`config.mk`:
```
export PLATFORM = sky130hd
export DESIGN_NAME = sme_divider
export DESIGN_NICKNAME = d
export VERILOG_FILES = /design/src/hdl/sme_pkg.sv /design/src/hdl/sme_divider.sv
export SDC_FILE = /design/constraint.sdc
export NUM_CORES = 1
export LEC_CHECK = 0
export ABC_AREA = 1
export BUFFER_PORTS_ARGS = -buffer_cell sky130_fd_sc_hd__buf_2
export CORE_ASPECT_RATIO = 0.9
export CORE_MARGIN = 2
export CORE_UTILIZATION = 60
export CTS_CLUSTER_DIAMETER = 120
export DETAILED_ROUTE_END_ITERATION = 8
export PLACE_DENSITY = 0.85
export REMOVE_ABC_BUFFERS = 1
export SKIP_LAST_GASP = 1
export SLEW_MARGIN = 20
export SYNTH_ARGS = -nofsm -noshare
export SYNTH_HDL_FRONTEND = slang
export SYNTH_SLANG_ARGS = --single-unit
```
`constraint.sdc`:
```
create_clock -name aclk -period 4.72 [get_ports aclk]
set_input_delay 0.944 -clock aclk [delete_from_list [all_inputs] [get_ports aclk]]
set_output_delay 0.944 -clock aclk [all_outputs]
set_load 0.01 [all_outputs]
```
`src/hdl/sme_pkg.sv`:
```
package sme_pkg;

    localparam int DATA_STACK_DEPTH   = 64;
    localparam int RETURN_STACK_DEPTH = 32;
    localparam int REG_COUNT          = 8;
    localparam int PIXEL_WIDTH        = 32;
    localparam int PIXEL_HEIGHT       = 32;
    localparam int PIXEL_COUNT        = PIXEL_WIDTH * PIXEL_HEIGHT;

    localparam int DS_AW  = $clog2(DATA_STACK_DEPTH);
    localparam int DS_DW  = $clog2(DATA_STACK_DEPTH + 1);
    localparam int RS_AW  = $clog2(RETURN_STACK_DEPTH);
    localparam int RS_DW  = $clog2(RETURN_STACK_DEPTH + 1);
    localparam int REG_AW = (REG_COUNT > 1) ? $clog2(REG_COUNT) : 1;
    localparam int PIX_AW = (PIXEL_COUNT > 1) ? $clog2(PIXEL_COUNT) : 1;

    typedef enum logic [4:0] {
        OP_PUSH  = 5'd0,
        OP_OUT   = 5'd1,
        OP_ADD   = 5'd2,
        OP_SUB   = 5'd3,
        OP_MUL   = 5'd4,
        OP_DIV   = 5'd5,
        OP_POPR  = 5'd6,
        OP_PUSHR = 5'd7,
        OP_JMP   = 5'd8,
        OP_JB    = 5'd9,
        OP_JBE   = 5'd10,
        OP_JA    = 5'd11,
        OP_JAE   = 5'd12,
        OP_JE    = 5'd13,
        OP_JNE   = 5'd14,
        OP_CALL  = 5'd15,
        OP_RET   = 5'd16,
        OP_SETP  = 5'd17,
        OP_CLRP  = 5'd18
    } opcode_t;

    localparam logic [2:0] FAULT_NONE  = 3'd0;
    localparam logic [2:0] FAULT_UNDER = 3'd1;
    localparam logic [2:0] FAULT_OVER  = 3'd2;
    localparam logic [2:0] FAULT_DIVZ  = 3'd3;
    localparam logic [2:0] FAULT_INDEX = 3'd4;

    typedef struct packed {
        logic [4:0]         opcode;
        logic signed [31:0] argument;
        logic [15:0]        arg_position;
    } sme_in_t;

    typedef struct packed {
        logic               print_valid;
        logic signed [31:0] print_value;
        logic               redirect;
        logic [15:0]        target;
        logic [2:0]         fault;
    } sme_out_t;

    typedef struct packed {
        logic        start;
        logic [31:0] dividend;
        logic [31:0] divisor;
    } sme_div_req_t;

    typedef struct packed {
        logic        done;
        logic [31:0] quotient;
    } sme_div_rsp_t;

endpackage

```
`src/hdl/sme_divider.sv`:
```
module sme_divider
    import sme_pkg::*;
(
    input  logic         aclk,
    input  logic         aresetn,
    input  sme_div_req_t req,
    output sme_div_rsp_t rsp
);

    logic        busy_reg, busy_next;
    logic        done_reg, done_next;
    logic [4:0]  cnt_reg, cnt_next;
    logic [31:0] quo_reg, quo_next;
    logic [32:0] rem_reg, rem_next;
    logic [31:0] dsr_reg, dsr_next;
    logic        neg_reg, neg_next;
    logic [32:0] trial;
    logic [32:0] shifted;

    assign shifted = {rem_reg[31:0], quo_reg[31]};
    assign trial   = shifted - {1'b0, dsr_reg};

    always_comb begin
        busy_next = busy_reg;
        done_next = 1'b0;
        cnt_next  = cnt_reg;
        quo_next  = quo_reg;
        rem_next  = rem_reg;
        dsr_next  = dsr_reg;
        neg_next  = neg_reg;
        if (req.start) begin
            busy_next = 1'b1;
            cnt_next  = 5'd31;
            quo_next  = req.dividend[31] ? 32'd0 - req.dividend : req.dividend;
            dsr_next  = req.divisor[31] ? 32'd0 - req.divisor : req.divisor;
            rem_next  = '0;
            neg_next  = req.dividend[31] ^ req.divisor[31];
        end else if (busy_reg) begin
            if (!trial[32]) begin
                rem_next = trial;
                quo_next = {quo_reg[30:0], 1'b1};
            end else begin
                rem_next = shifted;
                quo_next = {quo_reg[30:0], 1'b0};
            end
            cnt_next = cnt_reg - 5'd1;
            if (cnt_reg == 5'd0) begin
                busy_next = 1'b0;
                done_next = 1'b1;
                if (neg_reg) quo_next = 32'd0 - quo_next;
            end
        end
    end

    always_ff @(posedge aclk) begin
        if (!aresetn) begin
            busy_reg <= 1'b0;
            done_reg <= 1'b0;
        end else begin
            busy_reg <= busy_next;
            done_reg <= done_next;
        end
        cnt_reg <= cnt_next;
        quo_reg <= quo_next;
        rem_reg <= rem_next;
        dsr_reg <= dsr_next;
        neg_reg <= neg_next;
    end

    assign rsp.done     = done_reg;
    assign rsp.quotient = quo_reg;

endmodule

```
# Word-level counts from Yosys, hierarchy flattened
# Index checks and enable logic that the tools add are counted.
[totals] mem_bits_ro=0 latch_bits=0 wordCells=33 ramBits=0 input_bits=67 out_inout_bits=33 mem_count=0 regBits=104
[classes] n_div=0 magnitude_cmp=0 n_bitwise=3 n_shift=0 n_addsub=5 n_eq_ne=0 multipliers=0 muxes=14 reduce_logical=3
[ops] cell="two-way mux 32 bit" n=8
[ops] cell="subtractor 1 x 32 -> 32 bit (first input constant)" n=3
[ops] cell="subtractor 33 x 32 -> 33 bit" n=1
[ops] cell="two-way mux 31 bit" n=1
[ops] cell="zero test 5 bit" n=1
[ops] cell="two-way mux 1 bit" n=5
[ops] cell="subtractor 5 x 1 -> 5 bit (second input constant)" n=1
[ops] cell="OR reduction 3 bit" n=1
[ops] cell="inverter 1 bit" n=2
[ops] cell="nonzero test 2 bit" n=1
[ops] cell="XOR 1 bit" n=1

# Logic depth before layout (Yosys ltp)
[depth] depth_word=9 ltp_mapped=30 ltp_nobuf=29

# Worst setup path after synthesis
# OpenSTA, ideal clock, no wires.
[synth_timing] path_kind="reg-to-reg" start="register quo_reg[31]" end="register quo_reg[30], data pin" stages_incl_launch_ff=30 arrival_ps=3333 setup_ps=258 path_slack_ps=1129 required_time_ps=4462 synth_period_minus_slack_ps=3591 path_buffers=1 cell_sequence="edfxtp_1 inv_1 ha_1 fa_1 inv_1 nand2_1 nand2_1 nand3_1 nand2_2 nand2_2 nand2_4 nand2_4 nand2_2 nand2_2 nand2_2 buf_2 ha_1 nand3_1 nor2_2 nand3_1 inv_1 nand2_1 inv_2 nand2_1 o21ai_2 nand2_1 a21oi_1 a21oi_1 o21ai_0 nand2_1"
[synth_via] elab_chain_len=9
[synth_lines] element="start: declaration" line="sme_divider.sv:13" rtl="logic [31:0] quo_reg, quo_next;"
[synth_lines] element="start signal: assignment" line="sme_divider.sv:64" rtl="quo_reg <= quo_next;"
[synth_lines] element="subtractor 33 x 32 -> 33 bit" line="sme_divider.sv:21" rtl="assign trial = shifted - {1'b0, dsr_reg};"
[synth_lines] element="two-way mux 1 bit" line="sme_divider.sv:39" rtl="if (!trial[32]) begin"
[synth_lines] element="two-way mux 32 bit" line="sme_divider.sv:38" rtl="end else if (busy_reg) begin"
[synth_lines] element="two-way mux 32 bit" line="sme_divider.sv:31" rtl="if (req.start) begin"
[synth_lines] element="subtractor 1 x 32 -> 32 bit" line="sme_divider.sv:50" rtl="if (neg_reg) quo_next = 32'd0 - quo_next;"
[synth_lines] element="two-way mux 32 bit" line="sme_divider.sv:50"
[synth_lines] element="two-way mux 32 bit" line="sme_divider.sv:47" rtl="if (cnt_reg == 5'd0) begin"
[synth_lines] element="two-way mux 32 bit" line="sme_divider.sv:38"
[synth_lines] element="two-way mux 32 bit" line="sme_divider.sv:31"
[synth_lines] element="named net quo_next[30]" line="sme_divider.sv:13"
# The timed path passes the listed nets, and every way through them passes these cells. The select of a mux whose other input is x is not followed.
# A chain may end at the register's enable or synchronous reset.

# Final worst setup path
# Same ends and word-level chain as after synthesis.

==> results.md <==
* Shortest period the worst path allows at 3.85 ns
* Total via count in the routed design at 8,535
* Synth Warn # at 0
* Number of antenna violations at the first check in global routing at 6
* DIE WIDTH at 129 µm
* Clock transition at path regs at 0.07 ns
* Data required, critical path at 4.84 ns
* Total grt overflow at 0
* Share of the yosys chip area belonging to registers at 32.6%
* Kind of launch point of the worst setup path: flip-flop
* Largest delay contributor family on the critical path: simple AND/OR/NAND/NOR gates
* Post-detailed-route DRC marker count at 0
* Layout filler cell count at 1,154
* Share of final-layout standard cells stronger than drive strength 1 at 14.4%
* Total half-perimeter wirelength after legalization and detailed placement at 17,000 µm
* Routed wire length at 22,600 µm
* Count of mapped cells out of synthesis at 1,194
* Fin cells at 1,460
* Post-synthesis register bit count at 104
* Placed Instances at 1,440
* Commonest non-fill, non-tap cells in the layout: sky130_fd_sc_hd__nand2_1 (255), sky130_fd_sc_hd__inv_1 (169), sky130_fd_sc_hd__nor2_1 (111)
* Cell accounting for the most synthesized area: sky130_fd_sc_hd__edfxtp_1
* Number of buffers added by the clock tree synthesis step at 9
* Vias in the first global route at 7,538
* Count of boundary I/O pins at 100
* Psw at 721 µW
* Flop2flop setup slack at 0.87 ns
* Switching power as a share of total power at 30.8%
* Highest net fanout along the worst path at 5
* Final number of setup-violating endpoints at 0
* Number of buffers and inverters on the critical path at 4
* Post-synth top area share at 23.3%
* Main area contributors after synthesis: sky130_fd_sc_hd__edfxtp_1 (23%), sky130_fd_sc_hd__nand2_1 (11%), sky130_fd_sc_hd__dfxtp_1 (9.3%)
* Most used cell along the critical path: sky130_fd_sc_hd__nand2_1
* Vias per cell at 5.85
* Maximum ir drop on the vdd rail at 0.193 mV
* Synth-to-Final Area Change at 11.1%
* Skew final at 0.00794 ns
* Run status: finished clean
* Most frequent standard cell in the layout excluding fill and tap cells: sky130_fd_sc_hd__nand2_1
* Chip height at 116 µm
* Power density over cell area at 251 nW/µm²
* Max Cap Violations at 0
* Root buffer cell: sky130_fd_sc_hd__clkbuf_16
* Number of placement rows at 40
* WL per Instance at 15.5 µm
* Remaining max-slew budget at the tightest pin at 30.4%
* Deepest level of the CTS H-tree at 3
* Slowest-stage cell, CP: sky130_fd_sc_hd__fa_1
* Crit Reg-Reg Endpoint: quo_reg[30]
* Register share of total power at 46.8%
* Slew Limit Fails at 0
* R2r worst-path depth at 28
* Transition at the pin with the smallest max-transition slack at 1.03 ns
* Number of hold buffers added after CTS at 0
* Post-synth design cell area at 8390 µm²
* Share of power burned in combinational logic at 20.7%
* Pin count of the biggest net entering global routing at 50
* Static Leak at 0.00436 µW
* Post-CTS Setup Inserts at 0
* Power Internal at 1620 µW
* Aggregate negative setup slack at 0 ns
* Final RePlAce weighted congestion at 0.952
* Final count of hold timing violations at 0
* Part of the power in the clock network at 32.6%
* Hold endpoint: rem_reg[30]
* TritonCTS clock tree: built
* Largest stage delay, worst path at 0.41 ns
* Worst hold stages at 2
* Detailed Route Iter0 Violations at 938
* Clock Sink Count at 104
* Clock latency at the later pin of the worst-skew pair at 0.36 ns
* Startpoint of the most critical hold path: rem_reg[30]
* Count of port buffers added during placement at 99
* Number of iterations in the first detailed-routing pass at 6
* CP Class: flip-flop to flip-flop
* Max Clock Freq at 259 MHz
* Reg-to-reg startpoint: quo_reg[31]
* Effective utilization at floorplan at 62.1%
* Remaining antenna violation count after routing at 0
* Arrival time of the worst setup path at 3.97 ns
* Final period util at 81.7%
* Clock Tree Buf Depth at 2
* Capturing element type of the critical path: flip-flop
* Placeable core area at 13,500 µm²
* Tightest Hold Check Type: flip-flop to flip-flop
* CTS resizes at 0
* Post-synthesis area per instance at 7.02 µm²
* Total die area at 14,900 µm²
* Nets at 1,387
* RSZ-0062 raised after global routing: false
* First-pass GRT wire length at 36,400 µm
* Post-synthesis cell type count at 59
* GR Util All Layers at 30.7%
## how the worst max path moves through the flow
stage,from,to,slack (ns),depth (start not counted)
floorplan,quo_reg[31],quo_reg[30],1.10,28
global placement,quo_reg[31],quo_reg[30],1.05,28
detailed placement,quo_reg[31],quo_reg[30],0.94,28
CTS,quo_reg[31],quo_reg[30],0.92,28
global route,quo_reg[31],quo_reg[30],0.54,28
finish,quo_reg[31],quo_reg[30],0.87,28
## cell usage after synthesis (all sizes together)
master	count
nand2	275
inv	179
nor2	116
o21ai	104
a21oi	86
nand3	80
edfxtp	65
dfxtp	39
ha	36
nor3	35
xor2	27
xnor2	23
clkbuf	16
buf	13
nand4	12
o21bai	12
o211ai	11
o22ai	10
nor4	8
o31ai	8
a32o	7
or2	7
a31oi	5
a21o	3
a211oi	2
and3	2
clkinv	2
o41ai	2
a21boi	1
a221oi	1
a22oi	1
and2	1
fa	1
nand3b	1
o21a	1
o32ai	1
or3	1
## layout make-up
cell class / count / area (µm²) / area share [%]
antenna: 4 / 10.0 / 0.107
clock buffer: 12 / 267 / 2.86
clock inverter: 4 / 35.0 / 0.376
inverter: 181 / 679 / 7.29
multi-input combinational: 880 / 4830 / 51.8
sequential: 104 / 2730 / 29.3
tap: 168 / 210 / 2.26
timing repair buffer: 107 / 556 / 5.96
## power groups by stage
stage	logic (µW)	registers (µW)	clock network (µW)
3_3_place_gp	460	1110	0
5_1_grt	538	1100	800
2_1_floorplan	287	1110	0
4_1_cts	475	1090	770
6_report	484	1100	762
3_5_place_dp	472	1110	0
## cells by family after synthesis
| group | after synthesis | synth area share (%) |
|---|---|---|
| and+or+nand+nor | 538 | 28.7 |
| AOI/OAI and AO/OA | 255 | 18.0 |
| buffers and inverters | 210 | 9.89 |
| DFF | 104 | 32.6 |
| xor gates and xnor gates | 50 | 5.22 |
| adders and majority gates | 37 | 5.61 |
## tightest hold or removal path, cell delays in order, from the launching register on
cell and delay, ns:
sky130_fd_sc_hd__dfxtp_1 0.33, sky130_fd_sc_hd__nand2_1 0.07, sky130_fd_sc_hd__nand2_1 0.04
## through the flow
step | power (µW) | setup WS [ns] | instance area, µm² | utilization (%) | hold slack [ns]
after CTS | 2340 | 0.916 | 9310 | 68.9 | 0.482
after global routing | 2440 | 0.542 | 9310 | 68.9 | 0.497
final | 2340 | 0.865 | 9320 | 68.9 | 0.475
after global placement | 1570 | 1.05 | 9000 | 66.6 | 0.459
after detailed placement | 1580 | 0.935 | 9000 | 66.6 | 0.473
after floorplan | 1400 | 1.10 | 8240 | - | 0.444
## metal layers
metal	global-route usage [%]	part of all wire [%]	routed length (µm)
met5	0	0.031	7
met4	8.55	2.5	556
met3	8.43	11	2500
met2	46.3	42	9550
met1	43.8	44	9970
Note: power is estimated with default switching activity, not from simulation.
